### src/rtl/mbps_pkg.sv
`default_nettype none
package mbps_pkg;

  localparam int PATTERN_MAX = 64;
  localparam int OFFSET_BITS = 32;
  localparam int IDX_W       = $clog2(PATTERN_MAX);
  localparam int LEN_W       = $clog2(PATTERN_MAX + 1);
  localparam int CFG_W       = 7;
  localparam int VAL_W       = 8;
  localparam int OUT_OFF_W   = 32;

  localparam logic [OFFSET_BITS-1:0] OFFSET_MAX = {OFFSET_BITS{1'b1}};

  typedef enum logic {
    CMD_WRITE = 1'b0,
    CMD_DATA  = 1'b1
  } cmd_t;

  typedef struct packed {
    cmd_t             cmd;
    logic [5:0]       entry_index;
    logic [VAL_W-1:0] value;
    logic [VAL_W-1:0] care_mask;
    logic             last_byte;
  } item_t;

  typedef struct packed {
    logic                 found;
    logic [OUT_OFF_W-1:0] match_offset;
  } result_t;

endpackage
`default_nettype wire

### src/rtl/mbps_in_reg.sv
`default_nettype none
module mbps_in_reg (
  input  wire logic           clk,
  input  wire logic           rst_n,
  input  wire logic           in_valid,
  input  wire mbps_pkg::item_t in_item,
  input  wire logic           fire,
  output logic                in_stall,
  output logic                s1_valid,
  output mbps_pkg::item_t     s1_item
);
  import mbps_pkg::*;

  logic  s1_valid_r, s1_valid_nxt;
  item_t s1_item_r;
  logic  accept;

  // hold the stage while its transaction cannot move on
  assign in_stall = s1_valid_r && !fire;
  assign accept   = in_valid && !in_stall;

  always_comb begin
    s1_valid_nxt = s1_valid_r;
    if (accept) begin
      s1_valid_nxt = 1'b1;
    end else if (fire) begin
      s1_valid_nxt = 1'b0;
    end
  end

  always_ff @(posedge clk) begin
    if (!rst_n) begin
      s1_valid_r <= 1'b0;
    end else begin
      s1_valid_r <= s1_valid_nxt;
    end
  end

  always_ff @(posedge clk) begin
    if (accept) begin
      s1_item_r <= in_item;
    end
  end

  assign s1_valid = s1_valid_r;
  assign s1_item  = s1_item_r;

endmodule
`default_nettype wire

### src/rtl/mbps_match.sv
`default_nettype none
module mbps_match (
  input  wire logic                       clk,
  input  wire logic                       rst_n,
  input  wire logic                       item_valid,
  input  wire mbps_pkg::item_t            item,
  input  wire logic                       fire,
  input  wire logic [mbps_pkg::CFG_W-1:0] pattern_length,
  output logic                            res_valid,
  output mbps_pkg::result_t               result
);
  import mbps_pkg::*;

  logic [VAL_W-1:0]       pat_r [PATTERN_MAX];
  logic [VAL_W-1:0]       msk_r [PATTERN_MAX];
  logic [PATTERN_MAX-1:0] pm_r, pm_nxt;
  logic [OFFSET_BITS-1:0] off_r, off_nxt;
  logic                   reported_r, reported_nxt;

  logic [LEN_W-1:0]       len_act;
  logic [LEN_W-1:0]       len_m1;
  logic [PATTERN_MAX-1:0] pos_ok;
  logic [PATTERN_MAX-1:0] pm_adv;
  logic                   is_data;
  logic                   active;
  logic                   hit;
  logic [OFFSET_BITS-1:0] start;

  // clamp length: zero acts as one, large values saturate
  always_comb begin
    if (pattern_length == '0) begin
      len_act = LEN_W'(1);
    end else if (32'(pattern_length) > 32'(PATTERN_MAX)) begin
      len_act = LEN_W'(PATTERN_MAX);
    end else begin
      len_act = LEN_W'(pattern_length);
    end
  end

  assign len_m1 = len_act - LEN_W'(1);

  always_comb begin
    for (int j = 0; j < PATTERN_MAX; j++) begin
      pos_ok[j] = (((item.value ^ pat_r[j]) & msk_r[j]) == '0) &&
                  (LEN_W'(j) < len_act);
    end
  end

  assign pm_adv  = {pm_r[PATTERN_MAX-2:0], 1'b1} & pos_ok;
  assign hit     = pm_adv[len_m1[IDX_W-1:0]];
  assign is_data = item_valid && (item.cmd == CMD_DATA);
  assign active  = is_data && !reported_r;

  assign start = (off_r == OFFSET_MAX) ? OFFSET_MAX
                                       : off_r - OFFSET_BITS'(len_m1);

  assign res_valid           = active && (hit || item.last_byte);
  assign result.found        = hit;
  assign result.match_offset = hit ? OUT_OFF_W'(start) : '0;

  always_comb begin
    pm_nxt       = pm_r;
    off_nxt      = off_r;
    reported_nxt = reported_r;
    if (fire && is_data) begin
      if (!reported_r) begin
        pm_nxt       = pm_adv;
        reported_nxt = hit;
      end
      if (off_r != OFFSET_MAX) begin
        off_nxt = off_r + OFFSET_BITS'(1);
      end
      // end of stream: rearm
      if (item.last_byte) begin
        pm_nxt       = '0;
        off_nxt      = '0;
        reported_nxt = 1'b0;
      end
    end
  end

  always_ff @(posedge clk) begin
    if (!rst_n) begin
      pm_r       <= '0;
      off_r      <= '0;
      reported_r <= 1'b0;
    end else begin
      pm_r       <= pm_nxt;
      off_r      <= off_nxt;
      reported_r <= reported_nxt;
    end
  end

  always_ff @(posedge clk) begin
    if (fire && item_valid && (item.cmd == CMD_WRITE)) begin
      pat_r[item.entry_index] <= item.value;
      msk_r[item.entry_index] <= item.care_mask;
    end
  end

  a_frozen_after_match: assert property (@(posedge clk) disable iff (!rst_n)
    fire && is_data && reported_r && !item.last_byte |=> $stable(pm_r))
    else $error("prefix bits moved after the match was reported");

  a_rearm_on_last: assert property (@(posedge clk) disable iff (!rst_n)
    fire && is_data && item.last_byte |=> (off_r == '0) && !reported_r && (pm_r == '0))
    else $error("stream end did not rearm the search");

  a_one_result: assert property (@(posedge clk) disable iff (!rst_n)
    reported_r |-> !res_valid)
    else $error("second result in one stream");

  a_hit_sets_flag: assert property (@(posedge clk) disable iff (!rst_n)
    fire && active && hit && !item.last_byte |=> reported_r)
    else $error("match not recorded");

endmodule
`default_nettype wire

### src/rtl/mbps_out_reg.sv
`default_nettype none
module mbps_out_reg (
  input  wire logic              clk,
  input  wire logic              rst_n,
  input  wire logic              load,
  input  wire mbps_pkg::result_t res_in,
  input  wire logic              out_stall,
  output logic                   out_free,
  output logic                   out_valid,
  output mbps_pkg::result_t      res_out
);
  import mbps_pkg::*;

  logic    out_valid_r, out_valid_nxt;
  result_t res_r;

  assign out_free = !out_valid_r || !out_stall;

  always_comb begin
    out_valid_nxt = out_valid_r;
    if (load) begin
      out_valid_nxt = 1'b1;
    end else if (out_valid_r && !out_stall) begin
      out_valid_nxt = 1'b0;
    end
  end

  always_ff @(posedge clk) begin
    if (!rst_n) begin
      out_valid_r <= 1'b0;
    end else begin
      out_valid_r <= out_valid_nxt;
    end
  end

  always_ff @(posedge clk) begin
    if (load) begin
      res_r <= res_in;
    end
  end

  assign out_valid = out_valid_r;
  assign res_out   = res_r;

endmodule
`default_nettype wire

### src/rtl/masked_byte_pattern_search_top.sv
// A data byte that gives a result shows it on out_valid once the result register loads it.
// Throughput: one transaction per cycle, pattern writes and data bytes alike, while out_stall
//   is low; a single pass of masked compares and prefix-bit update follows the input register.
// Reset (rst_n low, synchronous): prefix bits, byte offset, match flag and valids clear,
//   pattern_length returns to 1; pattern and mask entries stay undefined until written.
`default_nettype none
module masked_byte_pattern_search_top (
  input  wire logic                          clk,
  input  wire logic                          rst_n,
  input  wire logic                          cfg_wr_en,
  input  wire logic [mbps_pkg::CFG_W-1:0]    cfg_wr_data,
  input  wire logic                          in_valid,
  output logic                               in_stall,
  input  wire logic                          in_cmd,
  input  wire logic [5:0]                    in_entry_index,
  input  wire logic [7:0]                    in_value,
  input  wire logic [7:0]                    in_care_mask,
  input  wire logic                          in_last_byte,
  output logic                               out_valid,
  input  wire logic                          out_stall,
  output logic                               out_found,
  output logic [mbps_pkg::OUT_OFF_W-1:0]     out_match_offset
);
  import mbps_pkg::*;

  logic [CFG_W-1:0] len_r;
  item_t            in_item;
  item_t            s1_item;
  logic             s1_valid;
  logic             res_valid;
  result_t          res;
  result_t          res_q;
  logic             out_free;
  logic             fire;

  always_ff @(posedge clk) begin
    if (!rst_n) begin
      len_r <= CFG_W'(1);
    end else if (cfg_wr_en) begin
      len_r <= cfg_wr_data;
    end
  end

  assign in_item.cmd         = cmd_t'(in_cmd);
  assign in_item.entry_index = in_entry_index;
  assign in_item.value       = in_value;
  assign in_item.care_mask   = in_care_mask;
  assign in_item.last_byte   = in_last_byte;

  // advance when the stage gives no result or the result register can take it
  assign fire = s1_valid && (!res_valid || out_free);

  mbps_in_reg u_in_reg (
    .clk      (clk),
    .rst_n    (rst_n),
    .in_valid (in_valid),
    .in_item  (in_item),
    .fire     (fire),
    .in_stall (in_stall),
    .s1_valid (s1_valid),
    .s1_item  (s1_item)
  );

  mbps_match u_match (
    .clk            (clk),
    .rst_n          (rst_n),
    .item_valid     (s1_valid),
    .item           (s1_item),
    .fire           (fire),
    .pattern_length (len_r),
    .res_valid      (res_valid),
    .result         (res)
  );

  mbps_out_reg u_out_reg (
    .clk       (clk),
    .rst_n     (rst_n),
    .load      (fire && res_valid),
    .res_in    (res),
    .out_stall (out_stall),
    .out_free  (out_free),
    .out_valid (out_valid),
    .res_out   (res_q)
  );

  assign out_found        = res_q.found;
  assign out_match_offset = res_q.match_offset;

endmodule
`default_nettype wire

### config.mk
export PLATFORM = sky130hd
export DESIGN_NAME = masked_byte_pattern_search_top
export DESIGN_NICKNAME = d
export VERILOG_FILES = /design/src/rtl/mbps_pkg.sv /design/src/rtl/mbps_in_reg.sv /design/src/rtl/mbps_match.sv /design/src/rtl/mbps_out_reg.sv /design/src/rtl/masked_byte_pattern_search_top.sv
export SDC_FILE = /design/constraint.sdc
export NUM_CORES = 2
export LEC_CHECK = 0
export ABC_AREA = 1
export BUFFER_PORTS_ARGS = -buffer_cell sky130_fd_sc_hd__buf_2
export CORE_MARGIN = 3
export CORE_UTILIZATION = 55
export CTS_CLUSTER_SIZE = 8
export DETAILED_ROUTE_END_ITERATION = 8
export GPL_ROUTABILITY_DRIVEN = 0
export HOLD_SLACK_MARGIN = 0.08
export PLACE_DENSITY = 0.71
export SYNTH_ARGS = -nofsm -noshare
export SYNTH_HDL_FRONTEND = slang
export SYNTH_SLANG_ARGS = --single-unit
### constraint.sdc
create_clock -name clk -period 8.7 [get_ports clk]
set_input_delay 1.305 -clock clk [delete_from_list [all_inputs] [get_ports clk]]
set_output_delay 1.305 -clock clk [all_outputs]
set_load 0.02 [all_outputs]
Word level (Yosys, flattened, before mapping) --
Memory sizes are Yosys's and may differ from the RTL's. Index checks and enable logic that the tools add are counted.
Word-level totals: memories 2, register bits 162, word-level logic and storage cells 388, input bits 36, RAM bits 1024, output and inout port bits 35
Cells by class: equality and inequality tests 3, bitwise gates (word level) 130, $add $sub $neg 3, reductions and logical operators 154, multiplexer cells 17, order comparisons 66
Memories:
- u_match.msk_r | depth 64, bits a word 8, rd ports 64, clocked after Yosys merged registers in 0, write ports 1, RTL line mbps_match.sv:15 | logic [VAL_W-1:0] msk_r [PATTERN_MAX];
- u_match.pat_r | depth 64, bits a word 8, rd ports 64, clocked after Yosys merged registers in 0, write ports 1, RTL line mbps_match.sv:14 | logic [VAL_W-1:0] pat_r [PATTERN_MAX];
Operators with widths (number):
- 8-bit bitwise AND | 64
- 8-bit logical NOT | 64
- 8-bit XOR | 64
- 6-bit by 7-bit less-than comparator with 1-bit output, first input constant | 32
- 63-bit two-way mux | 2
- 5-bit by 7-bit less-than comparator with 1-bit output, first input constant | 16
- 32-bit two-way mux | 3
- 1-bit logical AND | 75
- 64-bit bitwise AND | 1
- 4-bit by 7-bit less-than comparator with 1-bit output, first input constant | 8
- 32-bit by 1-bit adder with 32-bit output, second input constant | 1
- 32-bit equality test, second input constant | 1
- 32-bit != test, second input constant | 1
- 32-bit by 7-bit subtractor with 32-bit output | 1
- 3-bit by 7-bit less-than comparator with 1-bit output, first input constant | 4
- 1-bit by 7-bit less-than comparator with 1-bit output, first input constant | 2
- 2-bit by 7-bit less-than comparator with 1-bit output, first input constant | 2
- 7-bit two-way mux | 2
- 1-bit two-way mux | 9
- 7-bit > comparator, second input constant | 1
- 7-bit logical NOT | 1
- 6-bit by 7-bit less-than comparator with 1-bit output, second input constant | 1
- 7-bit by 1-bit subtractor with 7-bit output, second input constant | 1
- 1-bit binary-select mux with 6-bit select | 1
- other kinds (6) | 16

Depth between registers and ports, before layout --
depth in word-level cells 18, mapped depth 32, depth with buffers taken out 28

Hierarchy --
Synthesis repeated with hierarchy kept, for this count alone.
Second synthesis, totals: cell total of the unflattened synthesis 4555, area, all modules 49869.1 µm²
Modules (own cells, without submodules):
- mbps_match | cells each 4439, times used 1, seq. area each 32671.3 µm², area each 47764.6 µm²
- mbps_out_reg | cells each 38, times used 1, seq. area each 1011.0 µm², area each 1033.5 µm²
- mbps_in_reg | cells each 32, times used 1, seq. area each 740.7 µm², area each 770.7 µm²
- masked_byte_pattern_search_top | cells each 46, times used 1, seq. area each 140.1 µm², area each 300.3 µm²

Worst setup path before layout --
No wires, ideal clock.
kind reg2reg, start point reg len_r[5], end point reg u_out_reg.res_r (netlist bit u_out_reg.res_out[30]), data pin, data arrival time 4.338 ns, period minus slack after synthesis 4.608 ns, cell stages (with the launch flop) 32, path slack 4.092 ns, library setup time 0.270 ns, required time 8.430 ns, path buffers 5, cells stage by stage dfxtp_1 > buf_2 > inv_2 > nand2_2 > inv_2 > nand2_2 > nand2_4 > buf_6 > buf_2 > ha_1 > clkbuf_1 > inv_2 > clkbuf_1 > fa_1 > a21oi_1 > nor2_1 > nor2_1 > o21ai_0 > nand2_1 > nand2_1 > nor2_1 > inv_1 > nor3_1 > nand2_1 > inv_1 > nand3_1 > nor2_1 > nand2_1 > nor2_1 > nand3_1 > o21ai_0 > a21oi_1
Between the ends: word-level cells in the longest chain between the ends 8, elaborated cells on any way between the ends 138, classes of those cells add/sub (2); order compare (65); mux (5); bitwise (1); reduce/logical (65)
Ends and longest elaborated chain:
- from (decl) | RTL line masked_byte_pattern_search_top.sv:26 | logic [CFG_W-1:0] len_r;
- from (signal assigned) | RTL line masked_byte_pattern_search_top.sv:40 | len_r <= cfg_wr_data;
- 7-bit > comparator | RTL line mbps_match.sv:33 | end else if (32'(pattern_length) > 32'(PATTERN_MAX)) begin
- 7-bit two-way mux | RTL line mbps_match.sv:33
- 7-bit two-way mux (*) | RTL line mbps_match.sv:31 | if (pattern_length == '0) begin
- branches (longest 5 deep; another with 32-bit by 7-bit subtractor with 32-bit output)
- to (signal assigned) | RTL line mbps_out_reg.sv:38 | res_r <= res_in;
- to (decl) | RTL line mbps_out_reg.sv:15 | result_t res_r;
Every way passes the cells marked *. The select of a mux whose other input is x is not followed. A chain may end at the register's enable or synchronous reset.

Final worst setup path --
start point reg len_r[5], end point mem u_match.pat_r[52][7], enable pin
Between the ends: word-level cells in the longest chain between the ends 17, elaborated cells on any way between the ends 145, classes of those cells add/sub (1); order compare (65); mux (6); bitwise (1); reduce/logical (72)
Ends and longest elaborated chain:
- 7-bit > comparator | RTL line mbps_match.sv:33
- 7-bit two-way mux | RTL line mbps_match.sv:33
- 7-bit two-way mux (*) | RTL line mbps_match.sv:31
- 1-bit by 7-bit less-than comparator with 1-bit output, or another cell as far along | RTL line mbps_match.sv:45 | (LEN_W'(j) < len_act);
- 1-bit logical AND | RTL line mbps_match.sv:44 | pos_ok[j] = (((item.value ^ pat_r[j]) & msk_r[j]) == '0) &&
- 64-bit bitwise AND | RTL line mbps_match.sv:49 | assign pm_adv = {pm_r[PATTERN_MAX-2:0], 1'b1} & pos_ok;
- 1-bit binary-select mux with 6-bit select (*) | RTL line mbps_match.sv:50 | assign hit = pm_adv[len_m1[IDX_W-1:0]];
- 1-bit two-way mux (not written as such) (*) | RTL line mbps_match.sv:50
- 1-bit logical OR (*) | RTL line mbps_match.sv:57 | assign res_valid = active && (hit || item.last_byte);
- 1-bit logical AND (*) | RTL line mbps_match.sv:57
- 1-bit logical NOT (*) | RTL line masked_byte_pattern_search_top.sv:51 | assign fire = s1_valid && (!res_valid || out_free);
- 1-bit logical OR (*) | RTL line masked_byte_pattern_search_top.sv:51
- 1-bit logical AND (*) | RTL line masked_byte_pattern_search_top.sv:51
- 1-bit logical AND (*) (2 in series) | RTL line mbps_match.sv:95 | if (fire && item_valid && (item.cmd == CMD_WRITE)) begin
- 1-bit two-way mux (*) | RTL line mbps_match.sv:95
- 1-bit two-way mux (not written as such) (*) | RTL line mbps_match.sv:96 | pat_r[item.entry_index] <= item.value;
- to (decl) | RTL line mbps_match.sv:14
Every way passes the cells marked *; elsewhere a longest branch is shown, timed or not. The select of a mux whose other input is x is not followed.

==> results.yml <==
run_status:
  status: "completed"
global_route:
  grt.busiest_layer: "met2"
  grt_overflow: 0
  use_met3: 0.0642
  grt_max_degree: 135
  grt.met1_usage: 0.363
  antenna_found_initial: 4
  use_met2: 0.456
  grt_usage: 0.280
  grt_first_pass_wirelength_um: 198000
  grt_pass1_vias: 33000
synth:
  netlist_instances: 4626
  netlist_area_um2: 50200
  syn_nets: 4673
  synth_edf_count: 1081
  yosys.area.top_type_share: 0.646
  yosys_warnings: 0
  synthDistinctLibCells: 41
  yosysMostFrequentCell: "nand2_1"
  synth-seq-cells: 1186
  synthArstFlopShare: 0
  postSynthAreaPerCell_um2: 10.9
  synthTopCellsByArea: "edfxtp_1 (65%), nand2_1 (8.8%), nor2_1 (4.5%)"
  yosysTopAreaCell: "edfxtp_1"
  seq_area_frac_synth: 0.688
  synth-main-ff-cell: "edfxtp_1"
  synth_commonest_cells: "nand2_1 (1178), edfxtp_1 (1081), nor2_1 (606)"
floorplanning:
  ios: 71
  die-area_um2: 95000
  die_x_um: 308
  fp-row-count: 110
  die_y_um: 308
  design.core.area_um2: 90300
  initial_core_util: 0.556
timing:
  tns_ps: 0
  rsz0062_at_grt: "false"
  clock.fmax_mhz: 149
  finClkSkew_ps: 38.6
  finalCritPeriodShare: 0.769
  tightest_slew_ps: 1390
  final-setup-viol-count: 0
  slew_headroom: 0.0727
  finalMaxSlewViolations: 0
  finalCriticalPeriod_ps: 6690
  hold_viol: 0
  fin_ws_ps: 2010
power:
  power.leakage_nw: 20.6
  power_w: 0.0131
  power_density_nw_per_um2: 232
  ir_drop_mv: 0.194
worst_setup_path:
  slowest_stage: "nor2_1"
  path_class: "register to register"
  cp.arrival_ps: 7050
  cp-end-kind: "register"
  critical_path.startpoint: "len_r[5]"
  cp_slowest_stage_delay_ps: 1200
  r2r-start: "len_r[5]"
  worstPathCellList: "inv_2 -> nand2_2 -> inv_2 -> nand2_2 -> nand2_4 -> inv_2 -> ha_1 -> xor2_2 -> inv_1 -> nor2_1 -> nand2_1 -> nand3_1 -> nand3_1 -> nand3_1 -> nand3_2 -> nand3_4 -> nand2_1 -> nor2_4 -> nand2_1 -> nor2_1"
  critPathLaunchType: "register"
  path_max_fanout: 39
  cp.required_ps: 9060
job:
  maxCapViolations: 0
clock_network:
  tritoncts: "yes"
  clock_sinks: 1186
  cts_buffers: 166
  clockRootBuffer: "clkbuf_16"
  cts_max_level: 4
  clock_latency_ps: 770
  cts_resized: 0
  clk_path_buf_depth: 3
  post_cts_buffers: 0
  cts_hold_buf: 0
  clkTransAtPathRegs_ps: 60
detailed_routing:
  drtIter0Drc: 4269
  routed_wl_um: 134000
  vias_per_cell: 5.83
  drc: 0
  vias: 35000
  first_pass_iters: 7
  final_antenna_net_count: 0
  wl_per_cell_um: 22.3
cells_and_area:
  drive_gt1_frac: 0.116
  num_antenna_cells: 0
  areaGrowthSynthToFinish_pct: 12.4
  finalNetCount: 4781
placement:
  port_buffers: 70
  dp_worst_setup_slack_ps: 2240
  dp_hpwl_um: 77400
min_path:
  hold_path.startpoint: "u_match.pm_r[18]"
  hold_path.class: "register to register"
[worst max-delay path: cells and delay by family, from the launching register on]
kind / cells / cell delay [ps]
DFF: 1 / 500
adders and majority gates: 1 / 330
buffers and inverters: 4 / 1120
and+or+nand+nor: 14 / 3810
xor gates and xnor gates: 1 / 460
[stage by stage]
step / hold slack [ps] / instance area (um2) / utilization / cells
after floorplan: 435 / 50200 / - / 4626
after global placement: 449 / 51700 / 0.573 / 5740
after detailed placement: 452 / 51700 / 0.573 / 5740
after CTS: 461 / 56500 / 0.625 / 5997
after global routing: 480 / 56500 / 0.626 / 5999
final: 463 / 56500 / 0.626 / 5999
[sequential cells by signal, indices dropped and copies added (netlist names)]
name	count
len_r	7
u_in_reg.s1_item	24
u_in_reg.s1_valid	1
u_match.msk_r	512
u_match.off_r	32
u_match.pat_r	512
u_match.pm_r	63
u_match.reported_r	1
u_out_reg.out_valid	1
u_out_reg.res_out	33
[metal layers]
metal | vias to the layer above | wire, um
met5 | - | 29
met4 | 4 | 5530
met3 | 382 | 12900
met2 | 1735 | 63100
met1 | 16800 | 52100
li1 | 16100 | -
[path summary, 6_finish.rpt]
kind                     endpoint  slack, ps  cells past startpoint
max reg2reg  u_match.pat_r[52][7]       2010                     20
max          u_match.pat_r[52][7]       2010                     20
min reg2reg      u_match.pm_r[18]        460                      2
min              u_match.pm_r[18]        460                      2
[cell usage in the layout, fill, tap and decap left out, types with 3 or more instances in the layout]
| cell | n |
|---|---|
| nor2b_1 | 3 |
| buf_12 | 6 |
| a211o_1 | 3 |
| xor2_1 | 68 |
| inv_1 | 208 |
| or2_2 | 220 |
| clkinv_16 | 6 |
| nor3b_1 | 3 |
| nand3b_1 | 3 |
| nand2_1 | 1177 |
| o21ai_0 | 81 |
| o22ai_1 | 25 |
| o21a_1 | 15 |
| nand4_1 | 136 |
| nor2_1 | 606 |
| nand2_2 | 6 |
| xnor2_1 | 5 |
| buf_2 | 70 |
| clkbuf_16 | 167 |
| dfxtp_1 | 105 |
| buf_4 | 58 |
| clkbuf_1 | 74 |
| clkinv_8 | 3 |
| ha_1 | 10 |
| nand3_1 | 446 |
| a21oi_1 | 164 |
| a31oi_1 | 4 |
| inv_2 | 5 |
| edfxtp_1 | 1081 |
| inv_16 | 3 |
| clkinv_1 | 5 |
| nand3_2 | 3 |
| nor4_1 | 12 |
| nor3_1 | 23 |
[cell families after synthesis]
group	after synthesis	synth area share
and+or+nand+nor	2646	0.230
buffers and inverters	412	0.0345
xor gates and xnor gates	74	0.0131
DFF	1186	0.688
adders and majority gates	11	0.00289
AOI/OAI and AO/OA	297	0.0315
[where the power goes]
| part | switching (W) | leakage [nW] | internal (W) |
|---|---|---|---|
| Sequential | 0.0000216 | 10.6 | 0.00631 |
| Combinational | 0.000671 | 7.77 | 0.000195 |
| Clock | 0.00237 | 2.28 | 0.00353 |
| Total | 0.00306 | 20.6 | 0.0100 |
[area by class of cell]
type | instances | area (um2)
Sequential cell | 1186 | 34600
Fill cell | 6853 | 33800
Multi-Input combinational cell | 3028 | 14000
Clock buffer | 241 | 4460
Tap cell | 1176 | 1470
Timing Repair Buffer | 134 | 906
Inverter | 218 | 821
Clock inverter | 16 | 314
(Power assumes the default switching activity.)
